`src/nse_pkg.sv`:
```
package nse_pkg;

  // fixed point layout
  localparam int FRAC_BITS = 16;
  localparam int PAR_W     = FRAC_BITS + 1;
  localparam int ONE       = 1 << FRAC_BITS;
  localparam int CNT_W     = 5;
  localparam int IDX_W     = 4;
  localparam int COORD_W   = 32;

  // basis and weight path widths
  localparam int NB_W   = FRAC_BITS + 1;
  localparam int BB_W   = 2 * NB_W;
  localparam int WB_W   = COORD_W + NB_W + 1;
  localparam int E_W    = COORD_W + 1;
  localparam int PROD_W = E_W + COORD_W;

  // accumulators: nine terms
  localparam int ACC_W = PROD_W + 3;
  localparam int DEN_W = E_W + 3;

  // divider widths
  localparam int QB  = COORD_W + 1;
  localparam int N_W = ACC_W + 1;
  localparam int D_W = DEN_W + 1;

  // item kinds and register indexes
  localparam logic KIND_WRITE  = 1'b0;
  localparam logic KIND_EVAL   = 1'b1;
  localparam logic REG_COUNT_U = 1'b0;
  localparam logic REG_COUNT_V = 1'b1;

  typedef logic [NB_W-1:0] basis_t;

  typedef struct packed {
    logic          done;
    logic          ovf;
    logic [QB-1:0] q;
  } div_result_t;

endpackage

```
`src/nse_basis.sv`:
```
module nse_basis #(
  parameter int MAX_NET_SIDE = 16
) (
  input  logic                            clk,
  input  logic [nse_pkg::PAR_W-1:0]       par,
  input  logic [nse_pkg::CNT_W-1:0]       cnt,
  output logic [$clog2(MAX_NET_SIDE)-1:0] k,
  output nse_pkg::basis_t                 nb0,
  output nse_pkg::basis_t                 nb1,
  output nse_pkg::basis_t                 nb2
);
  import nse_pkg::*;

  localparam int SIDE_W = $clog2(MAX_NET_SIDE);
  localparam int N_BITS = $clog2(MAX_NET_SIDE + 1);
  localparam int T_W    = PAR_W + N_BITS;
  localparam int GG_W   = 2 * PAR_W;

  logic [PAR_W-1:0]  p;
  logic [N_BITS-1:0] n;
  logic [N_BITS-1:0] spans;
  logic [T_W-1:0]    t;
  logic [N_BITS-1:0] kr;
  logic [N_BITS-1:0] kc;
  logic [T_W-1:0]    fw;
  logic [PAR_W-1:0]  f;
  logic [PAR_W-1:0]  g;
  logic              dl;
  logic              dr;

  logic [SIDE_W-1:0] k1;
  logic [PAR_W-1:0]  f1;
  logic [PAR_W-1:0]  g1;
  logic              dl1;
  logic              dr1;

  logic [GG_W-1:0]   gg;
  logic [GG_W-1:0]   ff;
  logic [SIDE_W-1:0] k2;
  basis_t            n0;
  basis_t            n2;
  logic signed [NB_W+1:0] mid;

  // span and local position
  always_comb begin
    p = (par > PAR_W'(ONE)) ? PAR_W'(ONE) : par;
    if (cnt < CNT_W'(3)) begin
      n = N_BITS'(3);
    end else if (32'(cnt) > MAX_NET_SIDE) begin
      n = N_BITS'(MAX_NET_SIDE);
    end else begin
      n = N_BITS'(cnt);
    end
    spans = n - N_BITS'(2);
    t     = T_W'(p) * T_W'(spans);
    kr    = N_BITS'(t >> FRAC_BITS);
    kc    = (kr >= spans) ? spans - N_BITS'(1) : kr;
    fw    = t - (T_W'(kc) << FRAC_BITS);
    f     = PAR_W'(fw);
    g     = PAR_W'(ONE) - f;
    dl    = (kc != '0);
    dr    = ({1'b0, kc} + (N_BITS+1)'(2)) <= {1'b0, spans};
  end

  always_ff @(posedge clk) begin
    k1  <= SIDE_W'(kc);
    f1  <= f;
    g1  <= g;
    dl1 <= dl;
    dr1 <= dr;
  end

  // outer basis values, rounded half up
  always_comb begin
    gg = GG_W'(g1) * GG_W'(g1);
    ff = GG_W'(f1) * GG_W'(f1);
  end

  always_ff @(posedge clk) begin
    k2 <= k1;
    n0 <= dl1 ? NB_W'((gg + GG_W'(ONE)) >> (FRAC_BITS + 1))
              : NB_W'((gg + GG_W'(ONE / 2)) >> FRAC_BITS);
    n2 <= dr1 ? NB_W'((ff + GG_W'(ONE)) >> (FRAC_BITS + 1))
              : NB_W'((ff + GG_W'(ONE / 2)) >> FRAC_BITS);
  end

  // middle basis value, clamped at zero
  assign mid = (NB_W+2)'(ONE) - $signed({2'b00, n0}) - $signed({2'b00, n2});

  always_ff @(posedge clk) begin
    k   <= k2;
    nb0 <= n0;
    nb2 <= n2;
    nb1 <= (mid < 0) ? '0 : NB_W'(mid);
  end

endmodule

```
`config.mk`:
```
export PLATFORM = sky130hd
export DESIGN_NAME = nse_basis
export DESIGN_NICKNAME = d
export VERILOG_FILES = /design/src/nse_pkg.sv /design/src/nse_basis.sv
export SDC_FILE = /design/constraint.sdc
export NUM_CORES = 1
export LEC_CHECK = 0
export BUFFER_PORTS_ARGS = -buffer_cell sky130_fd_sc_hd__clkbuf_2
export CAP_MARGIN = 20
export CORE_ASPECT_RATIO = 1.4
export CORE_MARGIN = 3
export CORE_UTILIZATION = 32
export CTS_CLUSTER_DIAMETER = 150
export DETAILED_ROUTE_END_ITERATION = 8
export GPL_TIMING_DRIVEN = 0
export PLACE_DENSITY = 0.55
export SLEW_MARGIN = 40
export SYNTH_ARGS = -nofsm -noshare
export SYNTH_HDL_FRONTEND = slang
export SYNTH_SLANG_ARGS = --single-unit
```
`constraint.sdc`:
```
create_clock -name clk -period 11.7 [get_ports clk]
set_input_delay 0.585 -clock clk [delete_from_list [all_inputs] [get_ports clk]]
set_output_delay 0.585 -clock clk [all_outputs]
set_load 0.03 [all_outputs]
```
==> results.json, run 1 <==
{
  "run_status": "completed",
  "grt-ovfl-total": 0,
  "clk_latency_ps": 440,
  "crit_end": "dr1",
  "grt_pass1_vias": 18993,
  "drive_above_1_share_pct": 4.88,
  "antenna_left": 0,
  "clk_pin_slew_ps": 60,
  "start_util_pct": 32.5,
  "fmax_ghz": 0.103,
  "grt_max_degree": 17,
  "hold_buffers": 0,
  "final_util_pct": 35.6,
  "post-route-period-util_pct": 82.7,
  "synth_edf_count": 0,
  "tns_ps": 0,
  "end_kind": "register",
  "postSynthAreaPerCell_sq_um": 8.90,
  "drc": 0,
  "rsz0062_at_grt": "no",
  "crit_path_start": "cnt[2]",
  "dp_cells": 3777,
  "dieArea_sq_um": 79100,
  "crit_top_cell": "ha_1",
  "final_cell_area_sq_um": 26500,
  "synth_ff_type": "dfxtp_1",
  "setup_violations": 0,
  "hold_viol_final": 0,
  "r2r-end": "n0[15]",
  "post_cts_buffers": 0,
  "crit_family": "compound AO/OA/AOI/OAI gates",
  "groute.usage.overall_pct": 15.4,
  "cts_sinks": 132,
  "critical_path.max_fanout": 10,
  "dpl.hpwl_mm": 50.8,
  "via_per_inst": 4.61,
  "nets": 3564,
  "instances_no_fill": 3809,
  "critPathRequiredTime_ps": 12020,
  "first_pass_iters": 5,
  "routabilityCongestion": 0.854,
  "place_area_sq_um": 25900,
  "arrival_ps": 10000,
  "fillers": 7742,
  "cts_buffers": 17,
  "crit_cells": 41,
  "cpPeakStageDelay_ps": 550,
  "cap_viol_max_count": 0,
  "core_sq_um": 74600,
  "portBuffers": 77,
  "yosysWarnings": 0,
  "die_w_um": 239,
  "clock_path_buffers": 2,
  "grt_pass1_wl_mm": 97.4,
  "synth-seq-cells": 132,
  "tightest_slew_ps": 839,
  "synth.distinct_cells": 71,
  "grt_antenna_before_repair": 0,
  "avgRoutedWirePerCell_um": 15.3,
  "syn2layout_area_growth_pct": 9.41,
  "cp_num_buf_inv": 6,
  "min_period_ps": 9670,
  "cts.repair.resized": 0,
  "num_vias": 17559,
  "worstReg2RegStart": "g1[12]",
  "pin_count": 78,
  "cts_tree": "yes",
  "slew-limit-headroom_pct": 44.1,
  "rr_worst_depth": 26,
  "wl_mm": 58.2,
  "drt_iter0_drc": 568,
  "startpoint_type": "primary input",
  "fin_skew_ps": 15.3,
  "clock-root-buffer": "clkbuf_16",
  "worstSetupPathType": "in -> reg",
  "slowest_stage": "o31ai_1",
  "r2r_slack_ps": 3090,
  "seq_area_frac_synth_pct": 10.9,
  "syn_inst": 2724,
  "async_flop_share_pct": 0,
  "hold_class": "reg -> reg",
  "die_h_um": 332,
  "timing.final.max_slew_violations": 0,
  "synth.cell_area_sq_um": 24200,
  "diodes": 0,
  "std_cell_rows": 118,
  "cts-htree-levels": 4
}
[sequential cells by signal, summed over array words and instances (netlist names)]
register / count
dl1: 1
dr1: 1
f1: 16
g1: 17
k: 4
k1: 4
k2: 4
n0: 17
n2: 17
nb0: 17
nb1: 17
nb2: 17
[metal layers]
layer  GRT usage [%]  part of all wire, %  routed length (um)  up-vias
met5               0                    0                   0        -
met4            3.95                  2.1                1240        0
li1                -                    -                   -     8684
met3            1.93                  2.9                1660       67
met2            28.8                   52               30400      264
met1            18.4                   43               24900     8544
[synth_stat cells (all sizes together), types with 23 or more instances]
cell	instances	area [sq um]
a21o	31	234
a21oi	84	420
a31oi	23	144
and2	152	953
clkbuf	64	240
dfxtp	132	2640
fa	425	8510
ha	280	3500
inv	628	2360
nand2	260	976
nand3	37	190
nor2	129	484
nor3	41	205
o21ai	60	300
xnor2	95	847
xor2	42	368
[layout by cell type, fill, tap and decap left out, types with 17 or more instances in the layout]
master / count
inv_1: 628
fa_1: 425
ha_1: 280
nand2_1: 260
and2_1: 151
dfxtp_1: 132
nor2_1: 129
xnor2_1: 93
a21oi_1: 84
clkbuf_2: 78
clkbuf_1: 63
o21ai_0: 54
xor2_1: 42
nor3_1: 41
nand3_1: 36
a21o_1: 30
a31oi_1: 23
nor4_1: 21
nor2b_1: 18
conb_1: 18
nand2b_1: 17
clkbuf_16: 17
[per-stage QoR]
step,hold slack (ps),setup slack [ps]
finish,326,2030
global route,334,1040
CTS,329,1920
detailed placement,314,1480
global placement,313,1500
floorplan,310,3530
[how the worst min path moves through the flow]
stage | start | end | slack, ps | cells after the start
6_report | k1[3] | k2[3] | 330 | 0
5_1_grt | k1[3] | k2[3] | 330 | 0
4_1_cts | k2[2] | k[2] | 330 | 0
3_5_place_dp | k2[2] | k[2] | 310 | 0
3_3_place_gp | k2[3] | k[3] | 310 | 0
2_1_floorplan | k1[0] | k2[0] | 310 | 0
[worst register-to-register path, stage by stage, from the launching register on]
cell and delay, ps:
dfxtp_1 470, clkbuf_1 660, nand2_1 220, fa_1 600
fa_1 480, fa_1 540, inv_1 50, fa_1 480
inv_1 60, fa_1 550, inv_1 70, fa_1 480
ha_1 350, a21o_1 220, a21o_1 170, a31oi_1 160
a21bo_2 300, a21oi_1 450, xor2_1 150, mux2i_1 160
ha_1 210, o2111ai_1 170, or4_1 510, nor3_1 360
nor2b_1 300, nor3b_1 260, xnor2_1 150
[cell families (layout without fill, tap and decap cells)]
logic type	count (synthesis)	after routing	share of synthesized area (%)
muxes	13	13	0.552
xor gates and xnor gates	137	137	5.01
and+or+nand+nor	739	739	14.9
adders and majority gates	705	705	49.6
AOI/OAI and AO/OA	301	301	8.23
buffers and inverters	695	804	10.8
other	2	18	0.0310
DFF	132	132	10.9
[final cells by class]
cell class              instances  area, sq um  share of cell area, %
flip-flops and latches        132         2640                   9.97
clock buffers                  17          425                   1.60
well taps                     960         1200                   4.53
clock inverters                15          206                  0.779
repair buffers                 77          385                   1.45
inverters                     629         2360                   8.91
plain buffers                  66          250                  0.944
multi-input cells            1913        19000                   71.8
Power of run 1 is not shown: default switching activity piles up to over one toggle a cycle in this logic, so the estimate is an artifact.
==> run 2: changes to the inputs <==
Settings changed: ABC_AREA from default to 1.
Clock period 11.7 ns to 10.1 ns, I/O delays scaled along.
==> results.json, run 2 <==
{
  "postSynthAreaPerCell_sq_um": 7.54,
  "hold_buffers": 0,
  "synth_top_area_share_pct": 32.8,
  "slew-limit-headroom_pct": 47.1,
  "cts_sinks": 132,
  "grtUsageMet3_pct": 1.79,
  "synth.distinct_cells": 55,
  "cts_buffers": 17,
  "crit_top_cell": "inv_1",
  "std_cell_rows": 122,
  "post-route-period-util_pct": 90.8,
  "nets": 4276,
  "hold_viol_final": 0,
  "cts-htree-levels": 4,
  "cts_tree": "yes",
  "drt_iter0_drc": 773,
  "busiest_layer": "met2",
  "syn_inst": 3437,
  "synth-seq-cells": 132,
  "yosys-top-cells-area": "fa_1, inv_1, ha_1",
  "dp_cells": 4584,
  "drive_above_1_share_pct": 4.83,
  "antenna_left": 0,
  "r2r-end": "n0[11]",
  "hold_class": "reg -> reg",
  "routabilityCongestion": 0.884,
  "crit_family": "adder cells",
  "crit_cells": 41,
  "setup_violations": 0,
  "start_util_pct": 32.5,
  "cp_num_buf_inv": 11,
  "layout_commonest_cell": "inv_1",
  "fmax_ghz": 0.109,
  "startpoint_type": "primary input",
  "dieArea_sq_um": 84500,
  "worstSetupPathType": "in -> reg",
  "pin_count": 78,
  "min_period_ps": 9180,
  "portBuffers": 77,
  "seq_area_frac_synth_pct": 10.2,
  "rr_worst_depth": 31,
  "die_h_um": 343,
  "grt_antenna_before_repair": 1,
  "synthTopCellsByCount": "inv_1, nand2_1, fa_1",
  "avgRoutedWirePerCell_um": 14.1,
  "cpPeakStageDelay_ps": 520,
  "cts.repair.resized": 0,
  "clk_latency_ps": 450,
  "worstHoldEndpoint": "k2[1]",
  "first_pass_iters": 5,
  "rsz0062_at_grt": "no",
  "groute.usage.overall_pct": 16.1,
  "fin_skew_ps": 12.6,
  "critical_path.max_fanout": 17,
  "diodes": 0,
  "post_cts_buffers": 0,
  "syn2layout_area_growth_pct": 9.21,
  "grt_pass1_wl_mm": 108,
  "yosysMostFrequentCell": "inv_1",
  "wl_mm": 65.2,
  "grt-ovfl-total": 0,
  "synth.cell_area_sq_um": 25900,
  "clk_pin_slew_ps": 70,
  "via_per_inst": 4.41,
  "cap_viol_max_count": 0,
  "instances_no_fill": 4615,
  "timing.final.max_slew_violations": 0,
  "critPathRequiredTime_ps": 10380,
  "worstReg2RegStart": "g1[10]",
  "slowest_stage": "o21ai_1",
  "met2_usage_pct": 29.3,
  "min_from": "k1[1]",
  "drc": 0,
  "holdPathStages": 0,
  "r2r_slack_ps": 2350,
  "tightest_slew_ps": 794,
  "grt_max_degree": 17,
  "grt_pass1_vias": 21633,
  "yosysWarnings": 0,
  "fillers": 8596,
  "clock_path_buffers": 2,
  "yosysTopAreaCell": "fa_1",
  "arrival_ps": 9460,
  "core_sq_um": 79700,
  "num_vias": 20362,
  "clock-root-buffer": "clkbuf_16",
  "dpl.hpwl_mm": 57.4,
  "die_w_um": 247,
  "mostFrequentLayoutCells": "inv_1, nand2_1, fa_1",
  "grtUsageMet1_pct": 19.4,
  "synth_ff_type": "dfxtp_1",
  "async_flop_share_pct": 0,
  "end_kind": "register",
  "synth_edf_count": 0,
  "run_status": "completed"
}
[run 2: area by class of cell]
| type | instances | area (sq um) | area share (%) |
|---|---|---|---|
| clock inverters | 15 | 200 | 0.707 |
| flip-flops and latches | 132 | 2640 | 9.34 |
| well taps | 1054 | 1320 | 4.66 |
| inverters | 969 | 3640 | 12.9 |
| multi-input cells | 2269 | 19400 | 68.4 |
| plain buffers | 82 | 320 | 1.13 |
| clock buffers | 17 | 425 | 1.50 |
| repair buffers | 77 | 385 | 1.36 |
[run 2: how the worst max path moves through the flow]
stage / startpoint / end / slack, ps
4_1_cts: cnt[2] / dr1 / 340
3_5_place_dp: cnt[2] / dr1 / -110
3_3_place_gp: cnt[2] / dr1 / -90
5_1_grt: cnt[3] / dr1 / 90
2_1_floorplan: cnt[2] / dr1 / 2310
6_report: cnt[2] / dr1 / 920
[run 2: per-stage QoR]
| stage | utilization [%] | setup WS, ps | TNS [ps] | instance area (sq um) | hold slack (ps) |
|---|---|---|---|---|---|
| finish | 35.5 | 924 | 0 | 28300 | 330 |
| global placement | 34.7 | -86.9 | -86.9 | 27700 | 313 |
| detailed placement | 34.7 | -114 | -114 | 27700 | 313 |
| global route | 35.5 | 88.5 | 0 | 28300 | 337 |
| CTS | 35.5 | 340 | 0 | 28300 | 333 |
| floorplan | - | 2310 | 0 | 26000 | 310 |
[run 2: kinds of logic after synthesis]
family          count (synthesis)  synth area share, %
flops                         132                 10.2
compound gates                232                 5.17
buf+inv                      1052                 15.3
simple gates                 1218                 19.7
xor+xnor                       96                 3.30
fa+ha+maj                     705                 46.4
other cells                     2               0.0290
[run 2: worst register-to-register path: cells and delay by family, from the launching register on]
kind                       cells  cell delay, ps
AOI/OAI and AO/OA              1             190
adders and majority gates      8            3750
buffers and inverters          8            1500
DFF                            1             490
and+or+nand+nor               14            1770
[run 2: routing by layer]
| metal | wire length [um] | vias up | share of wire [%] |
|---|---|---|---|
| met2 | 32900 | 349 | 50 |
| li1 | - | 10307 | - |
| met1 | 27700 | 9598 | 42 |
| met4 | 2510 | 2 | 3.8 |
| met3 | 2100 | 106 | 3.2 |
| met5 | 20 | - | 0.031 |
Power of run 2 is left out for the same reason.
==> run 3: changes to the inputs <==
Settings changed: RECOVER_POWER from default to 50.
==> results.json, run 3 (synthesis results as in run 2) <==
{
  "antenna_left": 0,
  "slew-limit-headroom_pct": 47.7,
  "final_util_pct": 35.4,
  "num_vias": 20344,
  "via_per_inst": 4.41,
  "post-place-ws_ps": -114,
  "dpl.hpwl_mm": 57.4,
  "min_from": "k1[1]",
  "grt_max_degree": 17,
  "clock_path_buffers": 2,
  "core_sq_um": 79700,
  "tightest_slew_ps": 784,
  "wl_mm": 65.3,
  "dieArea_sq_um": 84500,
  "grt-ovfl-total": 0,
  "diodes": 0,
  "dp_cells": 4584,
  "mostFrequentLayoutCells": "inv_1, nand2_1, fa_1",
  "worstHoldEndpoint": "k2[1]",
  "clk_pin_slew_ps": 70,
  "first_pass_iters": 8,
  "layout_commonest_cell": "inv_1",
  "crit_top_cell": "inv_1",
  "clock-root-buffer": "clkbuf_16",
  "hold_buffers": 0,
  "cts-htree-levels": 4,
  "drc": 0,
  "routabilityCongestion": 0.884,
  "worstSetupPathType": "in -> reg",
  "fin_skew_ps": 14.4,
  "arrival_ps": 9440,
  "setup_ws_ps": 939,
  "rr_worst_depth": 31,
  "fmax_ghz": 0.109,
  "slowest_stage": "fa_1",
  "nets": 4276,
  "grt_antenna_before_repair": 1,
  "post_cts_buffers": 0,
  "grt_pass1_wl_mm": 108,
  "die_h_um": 343,
  "clk_latency_ps": 450,
  "avgRoutedWirePerCell_um": 14.2,
  "pin_count": 78,
  "setup_violations": 0,
  "critical_path.max_fanout": 17,
  "cpPeakStageDelay_ps": 520,
  "run_status": "completed",
  "cts.repair.resized": 0,
  "cts_sinks": 132,
  "grt_pass1_vias": 21633,
  "min_period_ps": 9160,
  "r2r_slack_ps": 2350,
  "r2r-end": "n0[11]",
  "startpoint_type": "primary input",
  "fillers": 8631,
  "timing.final.max_slew_violations": 0,
  "std_cell_rows": 122,
  "drt_iter0_drc": 774,
  "instances_no_fill": 4615,
  "critPathRequiredTime_ps": 10380,
  "worstReg2RegStart": "g1[10]",
  "hold_class": "reg -> reg",
  "cts_buffers": 17,
  "cts_tree": "yes",
  "die_w_um": 247,
  "syn2layout_area_growth_pct": 8.97,
  "groute.usage.overall_pct": 16.1,
  "drive_above_1_share_pct": 3.40,
  "rsz0062_at_grt": "no",
  "portBuffers": 77,
  "start_util_pct": 32.5,
  "post-route-period-util_pct": 90.7,
  "hold_viol_final": 0,
  "end_kind": "register",
  "holdPathStages": 0,
  "cap_viol_max_count": 0
}
## run 3: worst max-delay path by stage
stage / startpoint / to / cells after the start
after floorplan: cnt[2] / dr1 / 39
after global placement: cnt[2] / dr1 / 42
after detailed placement: cnt[2] / dr1 / 42
after CTS: cnt[2] / dr1 / 42
after global routing: cnt[3] / dr1 / 41
final: cnt[2] / dr1 / 41
## run 3: layer usage
layer / track usage [%] / wire (um) / vias up
met4: 5.93 / 2500 / 2
met1: 19.4 / 27700 / 9592
met5: 0 / 20 / -
li1: - / - / 10306
met3: 1.79 / 2130 / 106
met2: 29.3 / 32900 / 338
## run 3: cell type report
| type | instances | area (sq um) | area share, % |
|---|---|---|---|
| Buffer | 82 | 320 | 1.13 |
| Inverter | 969 | 3640 | 12.9 |
| Multi-Input combinational cell | 2269 | 19400 | 68.6 |
| Tap cell | 1054 | 1320 | 4.67 |
| Clock buffer | 17 | 425 | 1.51 |
| Clock inverter | 15 | 200 | 0.709 |
| Sequential cell | 132 | 2640 | 9.36 |
| Timing Repair Buffer | 77 | 322 | 1.14 |
## run 3: critical path: cells and delay by family
kind | cells | cell delay [ps]
simple gates | 11 | 1260
compound gates | 10 | 2390
fa+ha+maj | 8 | 3210
buf+inv | 11 | 1920
xor+xnor | 1 | 150
## run 3: per-stage QoR
step	hold slack [ps]	setup TNS (ps)	cell area, sq um
finish	330	0	28200
global route	337	0	28200
detailed placement	313	-114	27700
floorplan	310	0	26000
CTS	333	0	28300
global placement	313	-86.9	27700
Power of run 3 is left out for the same reason.
