File: src/nse_pkg.sv
package nse_pkg;

  // fixed point layout
  localparam int FRAC_BITS = 16;
  localparam int PAR_W     = FRAC_BITS + 1;
  localparam int ONE       = 1 << FRAC_BITS;
  localparam int CNT_W     = 5;
  localparam int IDX_W     = 4;
  localparam int COORD_W   = 32;

  // basis and weight path widths
  localparam int NB_W   = FRAC_BITS + 1;
  localparam int BB_W   = 2 * NB_W;
  localparam int WB_W   = COORD_W + NB_W + 1;
  localparam int E_W    = COORD_W + 1;
  localparam int PROD_W = E_W + COORD_W;

  // accumulators: nine terms
  localparam int ACC_W = PROD_W + 3;
  localparam int DEN_W = E_W + 3;

  // divider widths
  localparam int QB  = COORD_W + 1;
  localparam int N_W = ACC_W + 1;
  localparam int D_W = DEN_W + 1;

  // item kinds and register indexes
  localparam logic KIND_WRITE  = 1'b0;
  localparam logic KIND_EVAL   = 1'b1;
  localparam logic REG_COUNT_U = 1'b0;
  localparam logic REG_COUNT_V = 1'b1;

  typedef logic [NB_W-1:0] basis_t;

  typedef struct packed {
    logic          done;
    logic          ovf;
    logic [QB-1:0] q;
  } div_result_t;

endpackage

File: src/nse_div.sv
module nse_div (
  input  logic                        clk,
  input  logic                        rst,
  input  logic                        start,
  input  logic [nse_pkg::ACC_W-1:0]   an,
  input  logic [nse_pkg::DEN_W-1:0]   ad,
  output nse_pkg::div_result_t        res
);
  import nse_pkg::*;

  localparam int CW = $clog2(QB + 1);

  logic [N_W-1:0] num;
  logic [D_W-1:0] den;
  logic [D_W-1:0] d;
  logic [D_W-1:0] rem;
  logic [D_W:0]   r2;
  logic [QB-1:0]  nlow;
  logic [CW-1:0]  cnt;
  logic           busy;
  logic           done_r;
  logic           ovf_r;
  logic [QB-1:0]  quo;

  // rounded quotient: (2|n| + |d|) / (2|d|)
  assign num = {an, 1'b0} + N_W'(ad);
  assign den = {ad, 1'b0};
  assign r2  = {rem, nlow[QB-1]};

  assign res = '{done: done_r, ovf: ovf_r, q: quo};

  // control
  always_ff @(posedge clk) begin
    if (rst) begin
      busy   <= 1'b0;
      cnt    <= '0;
      done_r <= 1'b0;
    end else begin
      done_r <= 1'b0;
      if (start) begin
        busy <= 1'b1;
        cnt  <= CW'(QB);
      end else if (busy) begin
        cnt <= cnt - CW'(1);
        if (cnt == CW'(1)) begin
          busy   <= 1'b0;
          done_r <= 1'b1;
        end
      end
    end
  end

  // restoring division, one quotient bit a cycle
  always_ff @(posedge clk) begin
    if (start) begin
      d     <= den;
      rem   <= D_W'(num[N_W-1:QB]);
      nlow  <= num[QB-1:0];
      ovf_r <= (D_W + 1)'(num[N_W-1:QB]) >= (D_W + 1)'(den);
      quo   <= '0;
    end else if (busy) begin
      nlow <= nlow << 1;
      if (r2 >= {1'b0, d}) begin
        rem <= D_W'(r2 - {1'b0, d});
        quo <= {quo[QB-2:0], 1'b1};
      end else begin
        rem <= D_W'(r2);
        quo <= {quo[QB-2:0], 1'b0};
      end
    end
  end

endmodule
File: config.mk
export PLATFORM = sky130hd
export DESIGN_NAME = nse_div
export DESIGN_NICKNAME = d
export VERILOG_FILES = /design/src/nse_pkg.sv /design/src/nse_div.sv
export SDC_FILE = /design/constraint.sdc
export NUM_CORES = 1
export LEC_CHECK = 0
export BUFFER_PORTS_ARGS = -buffer_cell sky130_fd_sc_hd__buf_2
export CORE_MARGIN = 5
export CORE_UTILIZATION = 35
export CTS_BUF_LIST = sky130_fd_sc_hd__clkbuf_8
export CTS_CLUSTER_SIZE = 24
export DETAILED_ROUTE_END_ITERATION = 8
export HOLD_SLACK_MARGIN = 0.06
export SLEW_MARGIN = 25
export SYNTH_ARGS = -nofsm -noshare
export SYNTH_HDL_FRONTEND = slang
export SYNTH_SLANG_ARGS = --single-unit
File: constraint.sdc
create_clock -name clk -period 5.7 [get_ports clk]
set_clock_uncertainty 0.05 [all_clocks]
set_input_delay 0.57 -clock clk [delete_from_list [all_inputs] [get_ports clk]]
set_output_delay 0.57 -clock clk [all_outputs]
set_load 0.05 [all_outputs]
==> reports/summary.txt, run 1 <==
Synth Instances: 1217
Cell Pwr Density: 313.9 nW/um^2
Vias: 9536
Final #Nets: 1559
Peak Freq: 194.3 MHz
Final core occ: 0.4039
Worst Path Buf+Inv: 2
P_sw: 1555 uW
Critical path's largest stage delay: 0.53 ns
Simple-Gate Fraction of Synth Area: 0.1442
CP Data Arrival Time: 5.32 ns
Number of flops mapped to enable cells by yosys: 106
First-pass detailed-route iteration total: 5
Grt total ovfl: 0
Data required, critical path: 5.87 ns
Max_cap viols: 0
Worst Hold Slack: 0.2767 ns
Number of global-route vias before repair: 9346
Crit path launch type: input pin
Filler cells: 3269
Post-synthesis xor/xnor area fraction: 0.07358
CTS resizes: 0
CTS buffer count: 17
Switching share of power: 0.3770
Sequential share of the synthesized area: 0.3490
Remaining DRCs: 0
CTS H-tree depth: 4
Detail Route Antenna Nets: 0
Share of the synthesized area in the top cell type: 0.2761
Outcome: complete, no violations
Setup_tns: 0 ns
Final period utilization: 0.9028
Root buffer cell: clkbuf_8
Layout cells sized above 1: 0.1956
Critical-path cell list: buf_2, ha_1, inv_1, fa_1, nand2b_1, a211oi_2, o2111ai_1, a2111oi_2, o2111ai_1, a31oi_4, and3_1, xor2_1, ha_1, a21o_1, a21o_1, a21oi_1, o221ai_1, a211oi_1, o2111a_1, o22ai_1
Post-DP HPWL: 26450 um
RSZ-0062 raised after global routing: false
Post-CTS Hold Fix Bufs: 0
Syn Area/Cell: 9.473 sq um
Critical path start-end classification: input pin to flop
YS warnings: 0
DRT iter0 DRCs: 722
Initial Util: 0.3543
Top cell type by total area after synthesis: edfxtp_1
Worst slew margin: 0.3041
Largest family of logic cells by synthesized area: compound AO/OA/AOI/OAI gates
Placer congestion estimate: 0.9371
Final cell count without fillers: 1800
Final wirelength: 32880 um
Die area: 36670 sq um
Die width: 191.5 um
Die H: 191.5 um
First-pass GRT wire length: 51100 um
Synth cell types: 73
CTS Buffer Depth: 2
Critical path fanouts, max: 10
DR WL/cell: 18.27 um
GRT Total Usage: 0.1785
I/O Buffers: 141
Synth Area in Compound Gates: 0.1706
DP Cell Count: 1765
Clock latency on the worst-skew pair: 0.47 ns
Largest net degree at the start of global routing: 67
Synthesized area: 11530 sq um
Synthesized flop and latch total: 148
Synth cell count leaders: ha_1 (108), edfxtp_1 (106), a21oi_1 (91)
VDD IR max: 0.1333 mV
CTS tree: built
Initial antenna violation count: 2
Cell Rows: 66
Primary FF master, synth: edfxtp_1
Area Overhead vs Synth: 14.00%
P_leak: 0.005743 uW
Clock power frac: 0.214
Slowest cell on crit path: a2111oi_2
CP top delay family: compound AO/OA/AOI/OAI gates
Logic pwr share: 0.442
Async S/R FF share, synth: 0
HP Class: input pin to flop
Crit path time final: 5.146 ns
Internal power: 2570 uW
Measured slew at the worst slew-check pin: 1.042 ns
Core box area: 32540 sq um
Post-CTS Setup Repair Bufs: 0
Worst-path clk slew: 0.10 ns
# setup viols final: 0
Worst Setup End Kind: flop
Post-Synth Adder-Cell Area: 0.1207
Most numerous cell in the Yosys netlist: ha_1
Post-synthesis mux area share: 0.09344
Clk sinks: 148
Largest cells by area after synthesis: edfxtp_1 (28%), ha_1 (12%), dfxtp_1 (7.3%), mux2_2 (5.9%), xnor2_1 (4.5%)
Final hold viol count: 0
Syn Nets: 1434
Slew Viols, Final: 0
I/O Pins: 142
Reg power frac: 0.344
Tot Pwr: 4125 uW
Vias per inst: 5.298
-- kinds of logic (layout without fill, tap and decap cells) --
kind of cell	Yosys count	count (layout)
adder cells (fa/ha/maj)	110	110
flip-flops	148	148
AO/OA/AOI/OAI	294	294
XOR/XNOR	96	96
other	0	3
multiplexers	100	100
buffers and inverters	141	279
AND/OR/NAND/NOR	328	328
-- power groups by stage --
stage	clock [uW]	sequential, uW	combinational (uW)
floorplan	0	1430	1370
global placement	0	1440	1790
CTS	907	1420	1810
detailed placement	0	1450	1800
global route	957	1440	2020
finish	883	1420	1820
-- path summary, 6_finish.rpt --
check,from,to,slack [ns],depth (start not counted)
setup reg to reg,d[2],rem[8],1.52,12
hold / removal,ad[2],d[3],0.28,1
hold reg to reg,quo[32],quo[32],0.46,2
setup / recovery,ad[1],ovf_r,0.55,20
-- placed cells by master (no fill, tap or decap), drive strengths merged, types with 11 or more instances in the layout --
cell      n
a211oi   11
a21o     44
a21oi    92
a31oi    12
and3     19
buf     156
clkbuf   17
dfxtp    42
edfxtp  106
ha      108
inv      97
mux2     61
mux2i    39
nand2    67
nand2b   16
nand3    39
nand4    28
nor2     85
nor3     17
o21a     20
o21ai    48
xnor2    59
xor2     37
-- layer usage --
| layer | up-vias | GRT usage | routed length [um] |
|---|---|---|---|
| li1 | 4713 | - | - |
| met1 | 4554 | 0.2367 | 14950 |
| met2 | 223 | 0.2962 | 15660 |
| met3 | 46 | 0.02557 | 1281 |
| met4 | 0 | 0.06602 | 998 |
| met5 | - | 0 | 0 |
-- flip-flops by register name, summed over array words and instances (netlist names) --
name    cells
done_r      1
rem        37
busy        1
d          36
ovf_r       1
cnt         6
quo        33
nlow       33
-- worst reg2reg max path, delay by kind of cell (launching register included) --
kind | cells | cell delay (ns)
AO/OA/AOI/OAI | 4 | 1.51
buffers and inverters | 2 | 0.34
AND/OR/NAND/NOR | 3 | 0.66
adder cells (fa/ha/maj) | 1 | 0.32
multiplexers | 2 | 0.66
flip-flops | 1 | 0.41
-- per-stage QoR --
stage	setup WS, ns	area [sq um]
floorplan	0.8725	11530
global route	0.1466	13140
CTS	0.5862	13140
detailed placement	0.05534	12710
finish	0.5541	13140
global placement	0.1760	12710
-- layout make-up --
class	count	area (sq um)	share of cell area
Timing Repair Buffer	156	833.3	0.06340
Clock inverter	15	193.9	0.01476
Sequential cell	148	4025	0.3063
Antenna cell	3	7.507	0.0005712
Tap cell	442	553.0	0.04208
Multi-Input combinational cell	928	6954	0.5291
Inverter	91	341.6	0.02599
Clock buffer	17	234.0	0.01780
(Power assumes the default switching activity.)
==> inputs of run 2 (changes only) <==
--- a/config.mk
+++ b/config.mk
@@ -6,12 +6,13 @@
 export NUM_CORES = 1
 export LEC_CHECK = 0
 export BUFFER_PORTS_ARGS = -buffer_cell sky130_fd_sc_hd__buf_2
-export CORE_MARGIN = 5
+export CORE_MARGIN = 1
 export CORE_UTILIZATION = 35
 export CTS_BUF_LIST = sky130_fd_sc_hd__clkbuf_8
 export CTS_CLUSTER_SIZE = 24
 export DETAILED_ROUTE_END_ITERATION = 8
 export HOLD_SLACK_MARGIN = 0.06
+export MAX_ROUTING_LAYER = met4
 export SLEW_MARGIN = 25
 export SYNTH_ARGS = -nofsm -noshare
 export SYNTH_HDL_FRONTEND = slang
==> run 2 against run 1 <==
Compared with the run above: register-to-register slack better by 0.10 ns; cell count about the same; routed wire length down 2.0%; global-route usage up 2.0 points; critical path type unchanged; critical path depth up 2; hold slack worse by 0.015 ns; setup slack worse by 0.13 ns; largest cell class unchanged; die area down 8.2%.
==> reports/summary.txt, run 2 (synthesis results as in run 1) <==
CP top delay family: compound AO/OA/AOI/OAI gates
Vias per inst: 5.286 (-0.22%)
Outcome: complete, no violations
Cell Rows: 66 (unchanged)
Final #Nets: 1558 (-0.064%)
RSZ-0062 raised after global routing: false
Initial Util: 0.3552 (+0.0009016)
Slowest cell on crit path: a2111oi_2
First-pass detailed-route iteration total: 5 (unchanged)
Clock latency on the worst-skew pair: 0.48 ns (about the same)
Critical path start-end classification: input pin to flop
I/O Pins: 142 (unchanged)
Post-CTS Hold Fix Bufs: 0 (unchanged)
CTS buffer count: 17 (unchanged)
Data required, critical path: 5.88 ns (about the same)
Worst-path clk slew: 0.10 ns (about the same)
Core box area: 32450 sq um (-0.25%)
Cell Pwr Density: 314.3 nW/um^2 (+0.13%)
Die H: 183.5 um (-4.2%)
Root buffer cell: clkbuf_8
Vias: 9510 (-0.27%)
Post-DP HPWL: 25850 um (-2.2%)
Grt total ovfl: 0 (unchanged)
Remaining DRCs: 0 (unchanged)
Number of flip-flops under the largest register name: 37 (unchanged)
First-pass GRT wire length: 50030 um (-2.1%)
P_leak: 0.005736 uW (-0.12%)
Largest reg by FF count: rem
Worst Path Buf+Inv: 2 (unchanged)
Final wirelength: 32230 um (-2.0%)
CP Data Arrival Time: 5.46 ns (+0.14 ns)
Final period utilization: 0.9260 (+0.02318)
Setup_tns: 0 ns (unchanged)
Worst Setup End Kind: flop
Peak Freq: 189.5 MHz (-2.5%)
CTS tree: built
DR WL/cell: 17.92 um (-1.9%)
Measured slew at the worst slew-check pin: 0.9957 ns (-0.04660 ns)
Placer congestion estimate: 0.9433 (+0.66%)
GRT Total Usage: 0.1989 (+0.02039)
Max_cap viols: 0 (unchanged)
Post-CTS Setup Repair Bufs: 0 (unchanged)
Slew Viols, Final: 0 (unchanged)
Area Overhead vs Synth: 13.81%
Final hold viol count: 0 (unchanged)
I/O Buffers: 141 (unchanged)
Most frequent cells in the layout: buf_2 (140), ha_1 (108), edfxtp_1 (106)
Placed cell area: 12700 sq um (about the same)
Clk sinks: 148 (unchanged)
Leading cell type in the layout, fill and taps excluded: buf_2
Design area: 13120 sq um (-0.17%)
DRT iter0 DRCs: 633 (-12%)
Crit path launch type: input pin
Layout cells sized above 1: 0.1950 (-0.0005941)
Worst slew margin: 0.3362 (+0.03208)
Number of global-route vias before repair: 9212 (-1.4%)
Crit path time final: 5.278 ns (+0.1321 ns)
Critical path's largest stage delay: 0.53 ns (about the same)
Largest net degree at the start of global routing: 57 (-15%)
CTS resizes: 0 (unchanged)
Die area: 33670 sq um (-8.2%)
Critical path fanouts, max: 10 (unchanged)
Initial antenna violation count: 3 (+1)
Critical-path cell list: buf_2, ha_1, inv_1, fa_1, nand2b_1, a211oi_2, o2111ai_1, a2111oi_2, o2111ai_1, a31oi_4, nand3_1, xnor2_1, ha_1, a21oi_1, nor2b_1, o21ai_0, nand2b_1, a21oi_1, o221ai_1, a211oi_1, o2111a_1, o22ai_1
Detail Route Antenna Nets: 0 (unchanged)
CTS H-tree depth: 4 (unchanged)
Die width: 183.5 um (-4.2%)
HP Class: input pin to flop
Top flop regs: rem (37), d (36)
VDD IR max: 0.1266 mV (-5.0%)
# setup viols final: 0 (unchanged)
CTS Buffer Depth: 2 (unchanged)
==> run 2: cell count changes in the layout (fill, tap and decap cells not counted), sizes merged <==
cell and delta:
clkinv -5, buf -1, inv +5
==> run 2: path summary, 6_finish.rpt <==
| path | start | to | slack (ns) | cells after the start |
|---|---|---|---|---|
| setup / recovery | ad[1] | ovf_r | 0.42 | 22 |
| hold / removal | ad[2] | d[3] | 0.26 | 1 |
| setup reg to reg | d[2] | rem[17] | 1.62 | 12 |
| hold reg to reg | cnt[1] | cnt[1] | 0.46 | 2 |
==> run 2: layer usage <==
layer / share of wire / GRT usage / vias up
met5: 0 / - / -
met4: 0.040 / 0.09433 / 0
met3: 0.030 / 0.02734 / 65
met2: 0.46 / 0.3047 / 195
met1: 0.47 / 0.2587 / 4528
li1: - / - / 4722
==> run 2: per-stage QoR <==
step / utilization / setup WS, ns / total power (uW) / std cells / hold WS, ns
6_report: 0.4043 / 0.4220 / 4123 / 1799 / 0.2619
3_3_place_gp: 0.3913 / 0.2030 / 3229 / 1764 / 0.4192
5_1_grt: 0.4043 / 0.1831 / 4385 / 1799 / 0.2310
2_1_floorplan: - / 0.8725 / 2793 / 1217 / 0.4189
4_1_cts: 0.4040 / 0.5248 / 4132 / 1796 / 0.2366
3_5_place_dp: 0.3913 / 0.003465 / 3235 / 1764 / 0.4430
==> run 2: cell type report <==
| cell class | count | area (sq um) |
|---|---|---|
| Tap cell | 442 | 553.0 |
| Multi-Input combinational cell | 928 | 6954 |
| Sequential cell | 148 | 4025 |
| Clock buffer | 17 | 234.0 |
| Fill cell | 3211 | 19330 |
| Antenna cell | 3 | 7.507 |
| Clock inverter | 15 | 178.9 |
| Timing Repair Buffer | 155 | 825.8 |
| Inverter | 91 | 341.6 |
==> run 2: where the power goes <==
part           internal (uW)  leakage, uW  switching [uW]
registers               1350      0.00139            66.4
logic                    803      0.00413            1010
clock network            409     0.000213             478
==> inputs of run 3 (changes only) <==
--- a/config.mk
+++ b/config.mk
@@ -8,7 +8,6 @@
 export BUFFER_PORTS_ARGS = -buffer_cell sky130_fd_sc_hd__buf_2
 export CORE_MARGIN = 1
 export CORE_UTILIZATION = 35
-export CTS_BUF_LIST = sky130_fd_sc_hd__clkbuf_8
 export CTS_CLUSTER_SIZE = 24
 export DETAILED_ROUTE_END_ITERATION = 8
 export HOLD_SLACK_MARGIN = 0.06
==> run 3 against run 2 <==
Compared with the run above: fmax fell by 0.95%; setup slack got worse by 0.051 ns; die area unchanged; clock power increased by 29%; sequential power barely moved; design area increased by 1.4%; first-iteration DRC count rose by 4.3%; largest cell class unchanged.
==> reports/summary.txt, run 3 (synthesis results as in run 1) <==
Number of flip-flops under the largest register name: 37 (unchanged)
Die width: 183.5 um (unchanged)
First-pass GRT wire length: 50230 um (+0.40%)
Root buffer cell: clkbuf_16
Switching share of power: 0.3639 (-0.01387)
Design area: 13300 sq um (+1.4%)
Largest net degree at the start of global routing: 57 (unchanged)
Vias: 9526 (+0.17%)
CTS buffer count: 17 (unchanged)
P_sw: 1595 uW (+2.4%)
Layout cells sized above 1: 0.1950 (unchanged)
CP Data Arrival Time: 5.47 ns (about the same)
Clock latency on the worst-skew pair: 0.44 ns (-0.04 ns)
Critical path fanouts, max: 10 (unchanged)
Clock power frac: 0.261 (+0.046)
Placer congestion estimate: 0.9433 (unchanged)
Initial antenna violation count: 3 (unchanged)
Area Overhead vs Synth: 15.38%
Data required, critical path: 5.84 ns (-0.04 ns)
Post-DP HPWL: 25850 um (unchanged)
Grt total ovfl: 0 (unchanged)
I/O Buffers: 141 (unchanged)
P_leak: 0.005820 uW (+1.5%)
Largest reg by FF count: rem
R2R Setup Slk: 1.62 ns (about the same)
Crit path time final: 5.329 ns (+0.05060 ns)
Crit path launch type: input pin
Top flop regs: rem (37), d (36)
Worst Setup End Kind: flop
CTS H-tree depth: 4 (unchanged)
Initial Util: 0.3552 (unchanged)
Core box area: 32450 sq um (unchanged)
Slew Viols, Final: 0 (unchanged)
Post-CTS Setup Repair Bufs: 0 (unchanged)
Final #Nets: 1558 (unchanged)
Hold Crit Depth: 1 (unchanged)
Final period utilization: 0.9348 (+0.008878)
RSZ-0062 raised after global routing: false
Clk sinks: 148 (unchanged)
Worst slew margin: 0.3422 (+0.005972)
Remaining DRCs: 0 (unchanged)
# setup viols final: 0 (unchanged)
Final hold viol count: 0 (unchanged)
Cell Rows: 66 (unchanged)
GRT Total Usage: 0.1987 (about the same)
Worst-path clk slew: 0.07 ns (-0.03 ns)
Setup_tns: 0 ns (unchanged)
Peak Freq: 187.7 MHz (-0.95%)
First-pass detailed-route iteration total: 5 (unchanged)
Final wirelength: 32270 um (+0.11%)
CTS Buffer Depth: 2 (unchanged)
I/O Pins: 142 (unchanged)
VDD IR max: 0.1497 mV (+18%)
DRT iter0 DRCs: 660 (+4.3%)
Measured slew at the worst slew-check pin: 0.9867 ns (-0.008958 ns)
CTS tree: built
Die area: 33670 sq um (unchanged)
R2R cell count: 12 (unchanged)
Internal power: 2788 uW (+8.7%)
Placed cell area: 12700 sq um (unchanged)
Leading cell type in the layout, fill and taps excluded: buf_2
Die H: 183.5 um (unchanged)
HP Class: input pin to flop
Outcome: complete, no violations
Cell Pwr Density: 329.5 nW/um^2 (+4.9%)
DR WL/cell: 17.93 um (+0.11%)
Number of global-route vias before repair: 9202 (-0.11%)
CTS resizes: 0 (unchanged)
Critical path start-end classification: input pin to flop
Max_cap viols: 0 (unchanged)
Post-CTS Hold Fix Bufs: 0 (unchanged)
Tot Pwr: 4383 uW (+6.3%)
Vias per inst: 5.295 (+0.17%)
Logic pwr share: 0.414 (-0.027)
Detail Route Antenna Nets: 0 (unchanged)
Most frequent cells in the layout: buf_2 (140), ha_1 (108), edfxtp_1 (106)
Reg power frac: 0.324 (-0.020)
[run 3: layout make-up]
| type | instances | area (sq um) |
|---|---|---|
| Antenna cell | 3 | 7.507 |
| Clock buffer | 19 | 475.5 |
| Clock inverter | 13 | 118.9 |
| Fill cell | 3184 | 19150 |
| Inverter | 91 | 341.6 |
| Multi-Input combinational cell | 928 | 6954 |
| Sequential cell | 148 | 4025 |
| Tap cell | 442 | 553.0 |
| Timing Repair Buffer | 155 | 825.8 |
[run 3: critical path: stages]
cell and delay, ns:
buf_2 0.11, ha_1 0.21, inv_1 0.07, fa_1 0.39, nand2b_1 0.20, a211oi_2 0.26
o2111ai_1 0.26, a2111oi_2 0.53, o2111ai_1 0.25, a31oi_4 0.37, nand3_1 0.17, xnor2_1 0.27
ha_1 0.30, a21oi_1 0.13, nor2b_1 0.05, o21ai_0 0.18, nand2b_1 0.10, a21oi_1 0.17
o221ai_1 0.17, a211oi_1 0.37, o2111a_1 0.24, o22ai_1 0.08
[run 3: routing by layer]
metal	GRT usage	vias up	wire (um)
met5	-	-	0
met1	0.2611	4572	15060
met2	0.3192	196	15490
met4	0.06833	0	708
met3	0.01941	41	1012
li1	-	4717	-
[run 3: power groups by stage]
stage / Sequential, uW / Combinational [uW] / Clock (uW)
global placement: 1440 / 1790 / 0
floorplan: 1430 / 1370 / 0
CTS: 1420 / 1810 / 1170
finish: 1420 / 1820 / 1140
global route: 1440 / 2000 / 1200
detailed placement: 1450 / 1790 / 0
[run 3: final timing paths]
kind              startpoint       to
setup / recovery       ad[1]    ovf_r
hold / removal         ad[2]     d[3]
setup reg to reg        d[2]  rem[17]
hold reg to reg       cnt[1]   cnt[1]
[run 3: per-stage QoR]
stage / utilization / hold WS [ns] / worst slack (ns) / cells
after global routing: 0.4099 / 0.2900 / 0.1151 / 1799
after CTS: 0.4096 / 0.2873 / 0.4658 / 1796
after floorplan: - / 0.4189 / 0.8725 / 1217
final: 0.4099 / 0.3055 / 0.3714 / 1799
after detailed placement: 0.3913 / 0.4430 / 0.003465 / 1764
after global placement: 0.3913 / 0.4192 / 0.2030 / 1764
